<file path="config.mk">
export PLATFORM = sky130hd
export DESIGN_NAME = deadline_timer_queue_top
export DESIGN_NICKNAME = d
export VERILOG_FILES = /design/src/hdl/tmq_pkg.sv /design/src/hdl/tmq_cmp.sv /design/src/hdl/tmq_order.sv /design/src/hdl/deadline_timer_queue_top.sv
export SDC_FILE = /design/constraint.sdc
export NUM_CORES = 2
export LEC_CHECK = 0
export BUFFER_PORTS_ARGS = -buffer_cell sky130_fd_sc_hd__buf_2
export CORE_AREA = 5 5 323 325
export CTS_CLUSTER_SIZE = 24
export DETAILED_ROUTE_END_ITERATION = 7
export DIE_AREA = 0 0 328 330
export PLACE_DENSITY_LB_ADDON = 0.3
export SETUP_SLACK_MARGIN = 0.3
export SLEW_MARGIN = 20
export SYNTH_ARGS = -nofsm -noshare
export SYNTH_HDL_FRONTEND = slang
export SYNTH_SLANG_ARGS = --single-unit
</file>
<file path="constraint.sdc">
create_clock -name i_clk -period 7.99 [get_ports i_clk]
set_input_delay 0.3995 -clock i_clk [delete_from_list [all_inputs] [get_ports i_clk]]
set_output_delay 0.3995 -clock i_clk [all_outputs]
set_load 0.02 [all_outputs]
</file>
<file path="src/hdl/tmq_pkg.sv">
// Shared constants, codes and control types of the deadline timer queue.
package tmq_pkg;

    localparam int DEPTH_DEF     = 16;
    localparam int TIME_BITS_DEF = 32;
    localparam int ID_BITS_DEF   = 16;

    localparam int MAX_SLOTS   = 16;
    localparam int SLOT_BITS   = 4;
    localparam int GEN_BITS    = 4;
    localparam int CNT_BITS    = 5;
    localparam int HANDLE_BITS = SLOT_BITS + GEN_BITS;
    localparam int FUNC_BITS   = 2;
    localparam int KIND_BITS   = 3;

    localparam logic [FUNC_BITS-1:0] FN_ADD     = 2'd0;
    localparam logic [FUNC_BITS-1:0] FN_DISMISS = 2'd1;
    localparam logic [FUNC_BITS-1:0] FN_PROCESS = 2'd2;

    localparam logic [KIND_BITS-1:0] KD_ADDED     = 3'd0;
    localparam logic [KIND_BITS-1:0] KD_DISMISSED = 3'd1;
    localparam logic [KIND_BITS-1:0] KD_FIRED     = 3'd2;
    localparam logic [KIND_BITS-1:0] KD_NONE_DUE  = 3'd3;
    localparam logic [KIND_BITS-1:0] KD_FULL      = 3'd4;
    localparam logic [KIND_BITS-1:0] KD_STALE     = 3'd5;

    typedef enum logic [2:0] {
        ST_IDLE,
        ST_ADD_CHK,
        ST_ADD_SCAN,
        ST_ADD_PUT,
        ST_DIS,
        ST_PROC
    } t_state;

    // Order list command: insert slot at pos, or remove the entry at pos.
    typedef struct packed {
        logic                 ins;
        logic                 rem;
        logic [SLOT_BITS-1:0] pos;
        logic [SLOT_BITS-1:0] slot;
    } t_ord_cmd;

    // Order list status.
    typedef struct packed {
        logic [CNT_BITS-1:0]  count;
        logic [SLOT_BITS-1:0] rd_slot;
        logic [SLOT_BITS-1:0] find_pos;
    } t_ord_stat;

endpackage

</file>
<file path="src/hdl/tmq_cmp.sv">
// Shared deadline comparator: less-than or less-or-equal by one subtraction.
module tmq_cmp import tmq_pkg::*; #(
    parameter int TIME_BITS = TIME_BITS_DEF
) (
    input  logic [TIME_BITS-1:0] i_a,
    input  logic [TIME_BITS-1:0] i_b,
    input  logic                 i_strict,
    output logic                 o_res
);

    logic [TIME_BITS:0] w_diff;
    logic               w_eq;

    // borrow set means a > b
    assign w_diff = {1'b0, i_b} - {1'b0, i_a};
    assign w_eq   = (i_a == i_b);
    assign o_res  = !w_diff[TIME_BITS] && !(i_strict && w_eq);

endmodule

</file>
<file path="src/hdl/tmq_order.sv">
// Firing order list: slots in deadline order with insert, remove and slot lookup.
module tmq_order import tmq_pkg::*; #(
    parameter int DEPTH = DEPTH_DEF
) (
    input  logic                 i_clk,
    input  logic                 i_rst_n,
    input  t_ord_cmd             i_cmd,
    input  logic [SLOT_BITS-1:0] i_rd_pos,
    input  logic [SLOT_BITS-1:0] i_find_slot,
    output t_ord_stat            o_stat
);

    localparam int CAP    = (DEPTH < MAX_SLOTS) ? DEPTH : MAX_SLOTS;
    localparam int SLOT_W = $clog2(CAP);

    logic [SLOT_BITS-1:0] r_list [CAP];
    logic [SLOT_BITS-1:0] n_list [CAP];
    logic [CNT_BITS-1:0]  r_count;
    logic [CNT_BITS-1:0]  n_count;
    logic [SLOT_BITS-1:0] w_find;

    always_comb begin
        n_list = r_list;
        if (i_cmd.ins) begin
            for (int i = 1; i < CAP; i++) begin
                if (SLOT_BITS'(i) > i_cmd.pos) n_list[i] = r_list[i-1];
            end
            n_list[i_cmd.pos[SLOT_W-1:0]] = i_cmd.slot;
        end else if (i_cmd.rem) begin
            for (int i = 0; i < CAP - 1; i++) begin
                if (SLOT_BITS'(i) >= i_cmd.pos) n_list[i] = r_list[i+1];
            end
        end
    end

    always_comb begin
        n_count = r_count;
        if (i_cmd.ins) n_count = r_count + CNT_BITS'(1);
        else if (i_cmd.rem) n_count = r_count - CNT_BITS'(1);
    end

    // each slot sits at most once among the occupied positions
    always_comb begin
        w_find = '0;
        for (int i = 0; i < CAP; i++) begin
            if ((r_list[i] == i_find_slot) && (CNT_BITS'(i) < r_count)) w_find = SLOT_BITS'(i);
        end
    end

    always_ff @(posedge i_clk) begin
        if (!i_rst_n) begin
            r_count <= '0;
        end else begin
            r_count <= n_count;
        end
    end

    always_ff @(posedge i_clk) begin
        r_list <= n_list;
    end

    assign o_stat.count    = r_count;
    assign o_stat.rd_slot  = r_list[i_rd_pos[SLOT_W-1:0]];
    assign o_stat.find_pos = w_find;

endmodule

</file>
<file path="src/hdl/deadline_timer_queue_top.sv">
// Top level of the deadline timer queue: sequencer, slot store and result register.
//
// The block holds up to min(DEPTH, 16) pending timeouts in deadline order and
// takes one transaction at a time; s_axis_tready is high only while the
// sequencer is idle. All deadline tests go through one shared comparator,
// one entry per cycle unless the result register waits on m_axis_tready. An
// add first checks for room, then its insertion scan walks the order list
// from its head past the pending entries whose deadline is at or before the
// new one, then it inserts; an add to a full queue skips the scan. A dismiss
// checks the handle and retires a matching entry; a process compares and
// retires each due head entry in turn. Any of these stretches while the
// result register waits on m_axis_tready. The result register lets a
// finished result wait while the sequencer moves on. A handle is the slot in
// bits 3..0 and the slot's generation in bits 7..4; the generation advances
// whenever the entry leaves, so an old handle reads as stale. Operation code
// 3 is dropped with no result.
module deadline_timer_queue_top import tmq_pkg::*; #(
    parameter int DEPTH     = DEPTH_DEF,
    parameter int TIME_BITS = TIME_BITS_DEF,
    parameter int ID_BITS   = ID_BITS_DEF
) (
    input  logic                                          i_clk,
    input  logic                                          i_rst_n,
    input  logic                                          s_axis_tvalid,
    output logic                                          s_axis_tready,
    // time_req, handle, callback_id (lowest bit up), zero padded to bytes
    input  logic [((TIME_BITS+HANDLE_BITS+ID_BITS+7)/8)*8-1:0] s_axis_tdata,
    // func
    input  logic [FUNC_BITS-1:0]                          s_axis_tuser,
    output logic                                          m_axis_tvalid,
    input  logic                                          m_axis_tready,
    // out_handle, fired_id (lowest bit up), zero padded to bytes
    output logic [((HANDLE_BITS+ID_BITS+7)/8)*8-1:0]      m_axis_tdata,
    // kind
    output logic [KIND_BITS-1:0]                          m_axis_tuser,
    // last
    output logic                                          m_axis_tlast
);

    localparam int CAP    = (DEPTH < MAX_SLOTS) ? DEPTH : MAX_SLOTS;
    localparam int SLOT_W = $clog2(CAP);
    localparam int OUT_W  = ((HANDLE_BITS + ID_BITS + 7) / 8) * 8;

    // ---------------------------------------------------------------- state
    t_state r_state;
    t_state n_state;

    // latched transaction
    logic [FUNC_BITS-1:0]   r_func;
    logic [TIME_BITS-1:0]   r_time;
    logic [HANDLE_BITS-1:0] r_handle;
    logic [ID_BITS-1:0]     r_cid;
    logic [SLOT_BITS-1:0]   r_slot;   // dismiss target, then free slot of an add
    logic [SLOT_BITS-1:0]   r_pos;    // scan position in the order list

    // slot store
    logic [TIME_BITS-1:0] r_dl    [CAP];
    logic [ID_BITS-1:0]   r_ids   [CAP];
    logic [GEN_BITS-1:0]  r_gen   [CAP];
    logic                 r_valid [CAP];

    // fired entry held until the next compare tells whether it is the last
    logic                   r_have;
    logic [HANDLE_BITS-1:0] r_hold_handle;
    logic [ID_BITS-1:0]     r_hold_id;

    // result register
    logic                   r_m_valid;
    logic [KIND_BITS-1:0]   r_kind;
    logic [HANDLE_BITS-1:0] r_ohandle;
    logic [ID_BITS-1:0]     r_fid;
    logic                   r_last;

    // ------------------------------------------------------------- datapath
    t_ord_cmd  w_ord_cmd;
    t_ord_stat w_ord;
    logic      w_s_acc;
    logic      w_o_free;
    logic      w_cmp_res;
    logic      w_head_due;
    logic      w_scan_go;
    logic      w_full;
    logic      w_slot_ok;
    logic      w_any_free;

    logic [SLOT_BITS-1:0] w_free_slot;
    logic [SLOT_W-1:0]    w_rd_idx;
    logic [SLOT_W-1:0]    w_cur_idx;

    // sequencer actions
    logic                   w_emit;
    logic [KIND_BITS-1:0]   w_e_kind;
    logic [HANDLE_BITS-1:0] w_e_handle;
    logic [ID_BITS-1:0]     w_e_id;
    logic                   w_e_last;
    logic                   w_insert;
    logic                   w_retire;
    logic                   w_pos_inc;
    logic                   w_hold_load;
    logic                   w_have_clr;

    assign s_axis_tready = (r_state == ST_IDLE);
    assign w_s_acc       = s_axis_tvalid && s_axis_tready;
    assign w_o_free      = !r_m_valid || m_axis_tready;

    tmq_order #(
        .DEPTH (DEPTH)
    ) u_order (
        .i_clk       (i_clk),
        .i_rst_n     (i_rst_n),
        .i_cmd       (w_ord_cmd),
        .i_rd_pos    (r_pos),
        .i_find_slot (r_slot),
        .o_stat      (w_ord)
    );

    // r_pos stays at zero during a process, so rd_slot is then the head
    assign w_rd_idx  = w_ord.rd_slot[SLOT_W-1:0];
    assign w_cur_idx = (r_state == ST_PROC) ? w_ord.rd_slot[SLOT_W-1:0]
                                            : r_slot[SLOT_W-1:0];

    // one comparator: deadline <= t while scanning an add, deadline < t on process
    tmq_cmp #(
        .TIME_BITS (TIME_BITS)
    ) u_cmp (
        .i_a      (r_dl[w_rd_idx]),
        .i_b      (r_time),
        .i_strict (r_state == ST_PROC),
        .o_res    (w_cmp_res)
    );

    assign w_head_due = (w_ord.count != '0) && w_cmp_res;
    assign w_scan_go  = ({1'b0, r_pos} < w_ord.count) && w_cmp_res;

    // lowest free slot
    always_comb begin
        w_free_slot = '0;
        w_any_free  = 1'b0;
        for (int i = CAP - 1; i >= 0; i--) begin
            if (!r_valid[i]) begin
                w_free_slot = SLOT_BITS'(i);
                w_any_free  = 1'b1;
            end
        end
    end

    assign w_full    = (w_ord.count >= CNT_BITS'(CAP)) || !w_any_free;
    assign w_slot_ok = ({1'b0, r_slot} < CNT_BITS'(CAP)) && r_valid[w_cur_idx] &&
                       (r_gen[w_cur_idx] == r_handle[HANDLE_BITS-1:SLOT_BITS]);

    // ----------------------------------------------------------- next state
    always_comb begin
        n_state = r_state;
        unique case (r_state)
            ST_IDLE: begin
                if (w_s_acc) begin
                    unique case (s_axis_tuser)
                        FN_ADD:     n_state = ST_ADD_CHK;
                        FN_DISMISS: n_state = ST_DIS;
                        FN_PROCESS: n_state = ST_PROC;
                        default:    n_state = ST_IDLE;
                    endcase
                end
            end
            ST_ADD_CHK: begin
                if (!w_full) n_state = ST_ADD_SCAN;
                else if (w_o_free) n_state = ST_IDLE;
            end
            ST_ADD_SCAN: begin
                if (!w_scan_go) n_state = ST_ADD_PUT;
            end
            ST_ADD_PUT: begin
                if (w_o_free) n_state = ST_IDLE;
            end
            ST_DIS: begin
                if (w_o_free) n_state = ST_IDLE;
            end
            ST_PROC: begin
                if (!w_head_due && w_o_free) n_state = ST_IDLE;
            end
            default: n_state = ST_IDLE;
        endcase
    end

    // ------------------------------------------------------ sequencer actions
    always_comb begin
        w_emit      = 1'b0;
        w_e_kind    = KD_ADDED;
        w_e_handle  = '0;
        w_e_id      = '0;
        w_e_last    = 1'b1;
        w_insert    = 1'b0;
        w_retire    = 1'b0;
        w_pos_inc   = 1'b0;
        w_hold_load = 1'b0;
        w_have_clr  = 1'b0;
        w_ord_cmd   = '0;
        unique case (r_state)
            ST_IDLE: begin
            end
            ST_ADD_CHK: begin
                if (w_full && w_o_free) begin
                    w_emit   = 1'b1;
                    w_e_kind = KD_FULL;
                end
            end
            ST_ADD_SCAN: begin
                w_pos_inc = w_scan_go;
            end
            ST_ADD_PUT: begin
                if (w_o_free) begin
                    w_emit         = 1'b1;
                    w_e_kind       = KD_ADDED;
                    w_e_handle     = {r_gen[w_cur_idx], r_slot};
                    w_insert       = 1'b1;
                    w_ord_cmd.ins  = 1'b1;
                    w_ord_cmd.pos  = r_pos;
                    w_ord_cmd.slot = r_slot;
                end
            end
            ST_DIS: begin
                if (w_o_free) begin
                    w_emit     = 1'b1;
                    w_e_handle = r_handle;
                    if (w_slot_ok) begin
                        w_e_kind      = KD_DISMISSED;
                        w_e_id        = r_ids[w_cur_idx];
                        w_retire      = 1'b1;
                        w_ord_cmd.rem = 1'b1;
                        w_ord_cmd.pos = w_ord.find_pos;
                    end else begin
                        w_e_kind = KD_STALE;
                    end
                end
            end
            ST_PROC: begin
                if (w_head_due) begin
                    // pass the held entry on before retiring the next head
                    if (!r_have || w_o_free) begin
                        w_emit        = r_have;
                        w_e_kind      = KD_FIRED;
                        w_e_handle    = r_hold_handle;
                        w_e_id        = r_hold_id;
                        w_e_last      = 1'b0;
                        w_hold_load   = 1'b1;
                        w_retire      = 1'b1;
                        w_ord_cmd.rem = 1'b1;
                        w_ord_cmd.pos = '0;
                    end
                end else if (w_o_free) begin
                    w_emit     = 1'b1;
                    w_have_clr = 1'b1;
                    if (r_have) begin
                        w_e_kind   = KD_FIRED;
                        w_e_handle = r_hold_handle;
                        w_e_id     = r_hold_id;
                    end else begin
                        w_e_kind = KD_NONE_DUE;
                    end
                end
            end
            default: begin
            end
        endcase
    end

    // ------------------------------------------------------- control registers
    always_ff @(posedge i_clk) begin
        if (!i_rst_n) begin
            r_state   <= ST_IDLE;
            r_have    <= 1'b0;
            r_m_valid <= 1'b0;
            for (int i = 0; i < CAP; i++) begin
                r_valid[i] <= 1'b0;
                r_gen[i]   <= '0;
            end
        end else begin
            r_state <= n_state;
            if (w_hold_load) r_have <= 1'b1;
            else if (w_have_clr) r_have <= 1'b0;
            if (w_emit) r_m_valid <= 1'b1;
            else if (m_axis_tready) r_m_valid <= 1'b0;
            if (w_insert) r_valid[r_slot[SLOT_W-1:0]] <= 1'b1;
            // free the slot and advance its generation so old handles go stale
            if (w_retire) begin
                r_valid[w_cur_idx] <= 1'b0;
                r_gen[w_cur_idx]   <= r_gen[w_cur_idx] + GEN_BITS'(1);
            end
        end
    end

    // ------------------------------------------------------- payload registers
    always_ff @(posedge i_clk) begin
        if (w_s_acc) begin
            r_func   <= s_axis_tuser;
            r_time   <= s_axis_tdata[TIME_BITS-1:0];
            r_handle <= s_axis_tdata[TIME_BITS+HANDLE_BITS-1:TIME_BITS];
            r_cid    <= s_axis_tdata[TIME_BITS+HANDLE_BITS+ID_BITS-1:TIME_BITS+HANDLE_BITS];
            r_slot   <= s_axis_tdata[TIME_BITS+SLOT_BITS-1:TIME_BITS];
            r_pos    <= '0;
        end else if ((r_state == ST_ADD_CHK) && (r_func == FN_ADD)) begin
            r_slot <= w_free_slot;
            r_pos  <= '0;
        end else if (w_pos_inc) begin
            r_pos <= r_pos + SLOT_BITS'(1);
        end

        if (w_insert) begin
            r_dl[r_slot[SLOT_W-1:0]]  <= r_time;
            r_ids[r_slot[SLOT_W-1:0]] <= r_cid;
        end

        // capture the head before its generation advances
        if (w_hold_load) begin
            r_hold_handle <= {r_gen[w_cur_idx], w_ord.rd_slot};
            r_hold_id     <= r_ids[w_cur_idx];
        end

        if (w_emit) begin
            r_kind    <= w_e_kind;
            r_ohandle <= w_e_handle;
            r_fid     <= w_e_id;
            r_last    <= w_e_last;
        end
    end

    assign m_axis_tvalid = r_m_valid;
    assign m_axis_tdata  = OUT_W'({r_fid, r_ohandle});
    assign m_axis_tuser  = r_kind;
    assign m_axis_tlast  = r_last;

endmodule
</file>
# Word level (Yosys, flattened, before mapping)
# Memories as Yosys holds them, arrays and structs flattened.
# Cells that the tools add are included.
[classes]
n_mux = 179
reduce_logical = 79
eq_ne = 27
n_bitwise = 2
magnitude_cmp = 50
addsub = 5
[op_table]
columns = ["operator", "count"]
rows = [
  ["$mux 4", 80],
  ["$mux 60", 2],
  ["$mux 16", 6],
  ["$bwmux 64", 1],
  ["$eq 4x4->1", 16],
  ["$mux 8", 7],
  ["$mux 1", 49],
  ["$mux 3", 14],
  ["$lt 4x5->1 const A", 8],
  ["$reduce_bool 2->1", 19],
  ["$sub 32x32->33", 1],
  ["$eq 32x32->1", 1],
  ["$gt 4x4->1 const A", 8],
  ["$pmux 16 s2", 1],
  ["$reduce_and 2->1", 16],
  ["$mux 5", 6],
  ["$ge 4x4->1 const A", 7],
  ["$logic_and 1x1->1", 25],
  ["$pmux 8 s3", 1],
  ["$lt 3x5->1 const A", 4],
  ["$pmux 3 s3", 2],
  ["$bmux 4 s4", 1],
  ["$demux 4 s4", 1],
  ["$ge 3x4->1 const A", 4],
  ["35 further kinds", 62],
]
[totals]
ff_bits = 192
memories = 4
in_bits = 62
ram_bits = 848
output_inout_bits = 30
word_cells = 378
[mem_list]
columns = ["memory", "words", "width", "rd", "rd_clocked_by_memory_dff", "write_ports", "line", "text"]
rows = [
  ["r_dl", 16, 32, 1, 0, 1, "deadline_timer_queue_top.sv:57", "logic [TIME_BITS-1:0] r_dl [CAP];"],
  ["r_ids", 16, 16, 1, 0, 1, "deadline_timer_queue_top.sv:58", "logic [ID_BITS-1:0] r_ids [CAP];"],
  ["r_gen", 16, 4, 1, 0, 16, "deadline_timer_queue_top.sv:59", "logic [GEN_BITS-1:0] r_gen [CAP];"],
  ["r_valid", 16, 1, 17, 0, 16, "deadline_timer_queue_top.sv:60", "logic r_valid [CAP];"],
]

# Depth between registers and ports, before layout
[logic_depth]
word_depth = 27
depth_mapped = 30
mapped_depth_nobuf = 24

# Hierarchy
# A second synthesis with hierarchy kept.
[unflattened]
cells_unflattened = 2873
hier_area_um2 = 44640.3
[by_module_without_submodules]
columns = ["mod", "seq_area_each_um2", "area_per_inst_um2", "cells_per_inst", "instances"]
rows = [
  ["deadline_timer_queue_top", 28907.7, 38660.8, 2250, 1],
  ["tmq_order", 2021.9, 5163.7, 512, 1],
  ["tmq_cmp", 0.0, 815.8, 111, 1],
]

# Worst setup path before layout
# No wires, ideal clock.
[synth_timing]
path_type = "register to register"
startpoint = "register r_pos[1]"
endpoint = "register r_last (netlist: m_axis_tlast), enable pin"
required_time_ns = 7.577
path_stages_with_launch = 29
arrival_ns = 5.994
synth_period_minus_slack_ns = 6.407
path_slack_ns = 1.583
setup_ns = 0.413
n_path_buf = 5
cell_sequence = "dfxtp_1 -> buf_6 -> buf_6 -> and2_1 -> a221oi_1 -> nand2_1 -> o21a_1 -> clkinv_1 -> clkbuf_1 -> clkbuf_1 -> a211oi_1 -> a311oi_1 -> a21oi_1 -> a21o_1 -> ha_1 -> a21o_1 -> a21o_1 -> a21o_1 -> a21o_1 -> a21o_1 -> a21oi_1 -> o221ai_1 -> and3_1 -> a21o_1 -> clkbuf_1 -> nand2b_1 -> o211ai_1 -> o21a_1 -> nor2_1"
[synth_between]
elab_chain_cells = 12
word_cells_on_any_way = 14
cone_classes = "add/sub (1); eq/ne (1); mux (5); bitwise (1); reduce/logical (5); memory (1)"
[synth_rtl]
columns = ["element", "line", "text"]
rows = [
  ["from (decl)", "deadline_timer_queue_top.sv:54", "logic [SLOT_BITS-1:0] r_pos;"],
  ["from (signal assigned)", "deadline_timer_queue_top.sv:305", "r_pos <= r_pos + SLOT_BITS'(1);"],
  ["$not 4->5 (not written as such) (*)", "tmq_order.sv:63", "assign o_stat.rd_slot = r_list[i_rd_pos[SLOT_W-1:0]];"],
  ["$bmux 4 s4 (*)", "tmq_order.sv:63", ""],
  ["$mux 4 (not written as such) (*) (2 in series)", "tmq_order.sv:63", ""],
  ["$mem_v2 16x32 (*)", "-", ""],
  ["parallel branches: the longest is 3 deep, another holds $sub 32x32->33", "-", ""],
  ["$logic_and 1x1->1 (*)", "tmq_cmp.sv:17", "assign o_res = !w_diff[TIME_BITS] && !(i_strict && w_eq);"],
  ["$logic_and 1x1->1 (*)", "deadline_timer_queue_top.sv:132", "assign w_head_due = (w_ord.count != '0) && w_cmp_res;"],
  ["$mux 1 (*)", "deadline_timer_queue_top.sv:237", "if (w_head_due) begin"],
  ["$pmux 1 s3 (*)", "deadline_timer_queue_top.sv:198", "unique case (r_state)"],
  ["via w_emit", "deadline_timer_queue_top.sv:91", "logic w_emit;"],
  ["to (signal assigned)", "deadline_timer_queue_top.sv:323", "r_last <= w_e_last;"],
  ["to (decl)", "deadline_timer_queue_top.sv:72", "logic r_last;"],
]
# Mark *: on every way through the listed nets, which the timed path passes. The select of a mux whose other input is x is not followed.
# A chain may end at the register's enable or synchronous reset.

==> key figures <==
Clock tree
  • CTS tree: done
  • CTS buffer count: 107
  • Reg clk slew, reported paths: 0.06 ns
  • H-tree levels: 3
  • Root Buffer: clkbuf_16
  • Post-CTS Setup Inserts: 0
  • CTS sink cnt: 1040
  • Clock Tree Buf Depth: 3
  • Clock latency on the worst-skew pair: 0.68 ns

Global routing
  • GR Overflow Total: 0
  • GRT met1 Usage: 31.3%
  • Vias in the first global route: 28700
  • First-pass GRT wire length: 180 mm
  • Initial antenna violation count: 2
  • Largest net degree at the start of global routing: 108
  • Met2 GRT Util: 34.0%
  • GR Util met3: 3.81%
  • GRT busiest layer: met2
  • GRT Util Overall: 21.7%

Synth
  • FF+latch count, synth: 1040
  • Syn_nets: 3669
  • Main area contributors after synthesis: edfxtp_1, nand2_1, a211oi_1
  • Count leader, synth: edfxtp_1
  • Ys flop type: edfxtp_1
  • Cells after Synth: 3563
  • Top-area cell type share of the netlist area: 67.3%
  • Post-synth EDFFs: 1010
  • Yosys warns: 0
  • Synth cell count leaders: edfxtp_1, nand2_1, nand3_1, clkbuf_1, a211oi_1
  • Avg Cell Area, Syn: 12.6 sq um
  • Yosys cell types: 77
  • Seq/Total Area, Yosys: 68.6%
  • Post-synth top area cell: edfxtp_1
  • Post-synthesis cell area: 45100 sq um
  • Ys async rst share: 0%

Critical path
  • Max stage delay on crit path: 0.69 ns
  • CP endpoint kind: flop
  • Crit path launch: r_pos[0]
  • R2r setup slk: 0.78 ns
  • Crit Path Max Fanout: 100
  • Req. time, crit path: 8.31 ns
  • Setup crit end: r_gen[11][1]
  • R2r endpoint: r_gen[11][1]
  • RR Startpoint: r_pos[0]
  • Top cell family by delay on the critical path: compound AO/OA/AOI/OAI gates
  • R2R cell count: 26
  • WP depth: 26
  • CP bufs+invs: 4
  • Kind of critical path: flop to flop
  • Critical Path Most Common Cell: o21ai_0
  • Critical Path AT: 7.53 ns
  • Worst path slowest cell: dfxtp_1
  • Startpoint class of the critical path: flop

Worst hold path
  • HP Start: s_axis_tvalid
  • Worst min-delay path class: input pin to flop

STA
  • Least-Margin Pin Slew: 1.12 ns
  • Final Max Slew Viols: 0
  • Setup tns final: 0 ns
  • Fin crit period: 7.21 ns
  • Period Utilization, post-route: 90.2%
  • Max_slew headroom: 25.5%
  • Final setup vio count: 0
  • RSZ-0062 raised after global routing: no
  • Max frequency: 0.139 GHz
  • Skew final: 0.0269 ns
  • Fin. Hold Viols: 0

Route
  • DRT Pass-1 Iters: 5
  • DR vias/cell: 5.87
  • Final wirelength: 120 mm
  • Starting DRC count in detailed routing: 3523
  • Post-DRT Antenna Nets: 0
  • Post-DR wirelength/cell: 23.5 um
  • Remaining routing DRC violations: 0
  • Via count: 30000

Run status
  • Status: finished, final reports clean

Job
  • Max-cap violations: 0

Place
  • Number of I/O port buffers: 91
  • Hpwl dp: 67.1 mm
  • Placed inst area: 47200 sq um
  • Placer Congestion: 0.915

Final layout
  • Area of the multi-input gates: 13100 sq um
  • Design area: 51200 sq um
  • FF/Latch Area: 30900 sq um
  • Fillers: 8562
  • Area grow syn2layout: 13.6%
  • Diode count: 0
  • Layout Nets: 3762
  • Share of cells above drive strength 1: 10.4%

Power and ir drop
  • LEAKAGE: 0.0170 uW
  • Max VDD drop: 180 uV
  • Sequential share of power: 51.9%
  • Psw: 2890 uW
  • Clock share of power: 40.0%
  • Switching fraction of total power: 23.9%
  • Combinational share of power: 8.1%
  • Pwr dens: 236 nW/um^2
  • Internal power: 9200 uW

Die
  • Core ar.: 101000 sq um
  • Die Width: 328 um
  • Die area: 108000 sq um
  • IO Count: 92
  • Initial Util: 44.5%
  • Std-Cell Rows: 117
  • Die H: 330 um
cells in the final DEF (no fill, tap or decap), drive strengths merged, types with 17 or more instances in the layout:
master,n
dfxtp,30
clkbuf,130
and2,139
nand2,651
mux2i,26
edfxtp,1010
a22oi,18
xor2,20
nand3,248
dlygate4sd3,58
nor3,44
buf,170
a211oi,173
nor2,148
nand2b,17
a311oi,66
o21ai,91
a21oi,89
clkinv,53
a22o,20
o211ai,23
xnor2,45
ha,44
a21o,48
nand4,36
inv,60
a31oi,75
power groups by stage:
| stage | registers [uW] | clock network, uW | logic [uW] |
|---|---|---|---|
| floorplan | 6330 | 0 | 612 |
| global placement | 6380 | 0 | 937 |
| detailed placement | 6390 | 0 | 947 |
| global route | 6290 | 5130 | 1070 |
| CTS | 6270 | 4920 | 974 |
| finish | 6280 | 4840 | 983 |
worst min-delay path, delay by kind of cell:
kind,cells,cell delay [ns]
simple gates,1,0.16
compound gates,1,0.09
buf+inv,1,0.11
how the worst min path moves through the flow:
stage / slack, ns / to / cells past startpoint
6_report: 0.13 / r_state[2] / 3
5_1_grt: 0.13 / r_state[2] / 3
4_1_cts: 0.08 / r_state[2] / 3
3_5_place_dp: 0.49 / r_valid[11] / 2
3_3_place_gp: 0.50 / r_valid[11] / 2
2_1_floorplan: 0.46 / r_valid[11] / 2
repair_timing:
| action | in CTS | in global routing |
|---|---|---|
| gates resized for setup | 0 | 5 |
| hold endpoints to repair | 58 | 0 |
| hold buffers | 58 | 0 |
| setup endpoints to repair | 0 | 54 |
metal layers:
metal	vias to the layer above	share of wire (%)	wire length [um]
met2	1296	45	54600
met4	0	3.0	3630
met5	-	0	0
met3	228	8.4	10100
li1	13700	-	-
met1	14800	43	52000
state kept, by name, summed over array words and instances, names as in the netlist:
| register | count |
|---|---|
| u_order.r_count | 5 |
| r_have | 1 |
| r_slot | 4 |
| r_handle | 8 |
| r_dl | 512 |
| r_valid | 16 |
| r_hold_id | 16 |
| m_axis_tuser | 3 |
| r_state | 3 |
| r_func | 2 |
| r_cid | 16 |
| r_gen | 64 |
| r_ids | 256 |
| r_ohandle | 8 |
| r_fid | 16 |
| r_time | 32 |
| u_order.r_list | 64 |
| r_hold_handle | 8 |
| r_pos | 4 |
| m_axis_tlast | 1 |
| m_axis_tvalid | 1 |
logic make-up (layout without fill, tap and decap cells):
logic type               count (synthesis)  in the layout  synth area share (%)
AO/OA/AOI/OAI                          729            729                  11.6
multiplexers                            40             40                  1.15
buffers and inverters                  303            484                  2.64
AND/OR/NAND/NOR                       1342           1342                  13.5
XOR/XNOR                                65             65                  1.26
flip-flops                            1040           1040                  68.6
adder cells (fa/ha/maj)                 44             44                  1.22
layout make-up:
type | instances | share of cell area [%]
tap | 1368 | 3.35
sequential | 1040 | 60.5
clock inverter | 67 | 1.03
multi-input combinational | 2220 | 25.7
timing repair buffer | 228 | 3.44
inverter | 59 | 0.465
clock buffer | 130 | 5.57
per-stage QoR:
| step | util, % | hold WS (ns) | std cells | total power [uW] | worst slack [ns] |
|---|---|---|---|---|---|
| after floorplan | - | 0.457 | 3563 | 6940 | 1.58 |
| after global placement | 46.6 | 0.496 | 4856 | 7320 | 0.943 |
| after detailed placement | 46.6 | 0.492 | 4856 | 7330 | 0.736 |
| after CTS | 50.5 | 0.0810 | 5111 | 12200 | 0.717 |
| after global routing | 50.6 | 0.126 | 5112 | 12500 | 0.306 |
| final | 50.6 | 0.132 | 5112 | 12100 | 0.781 |
Power figures use the tool's default switching activity.
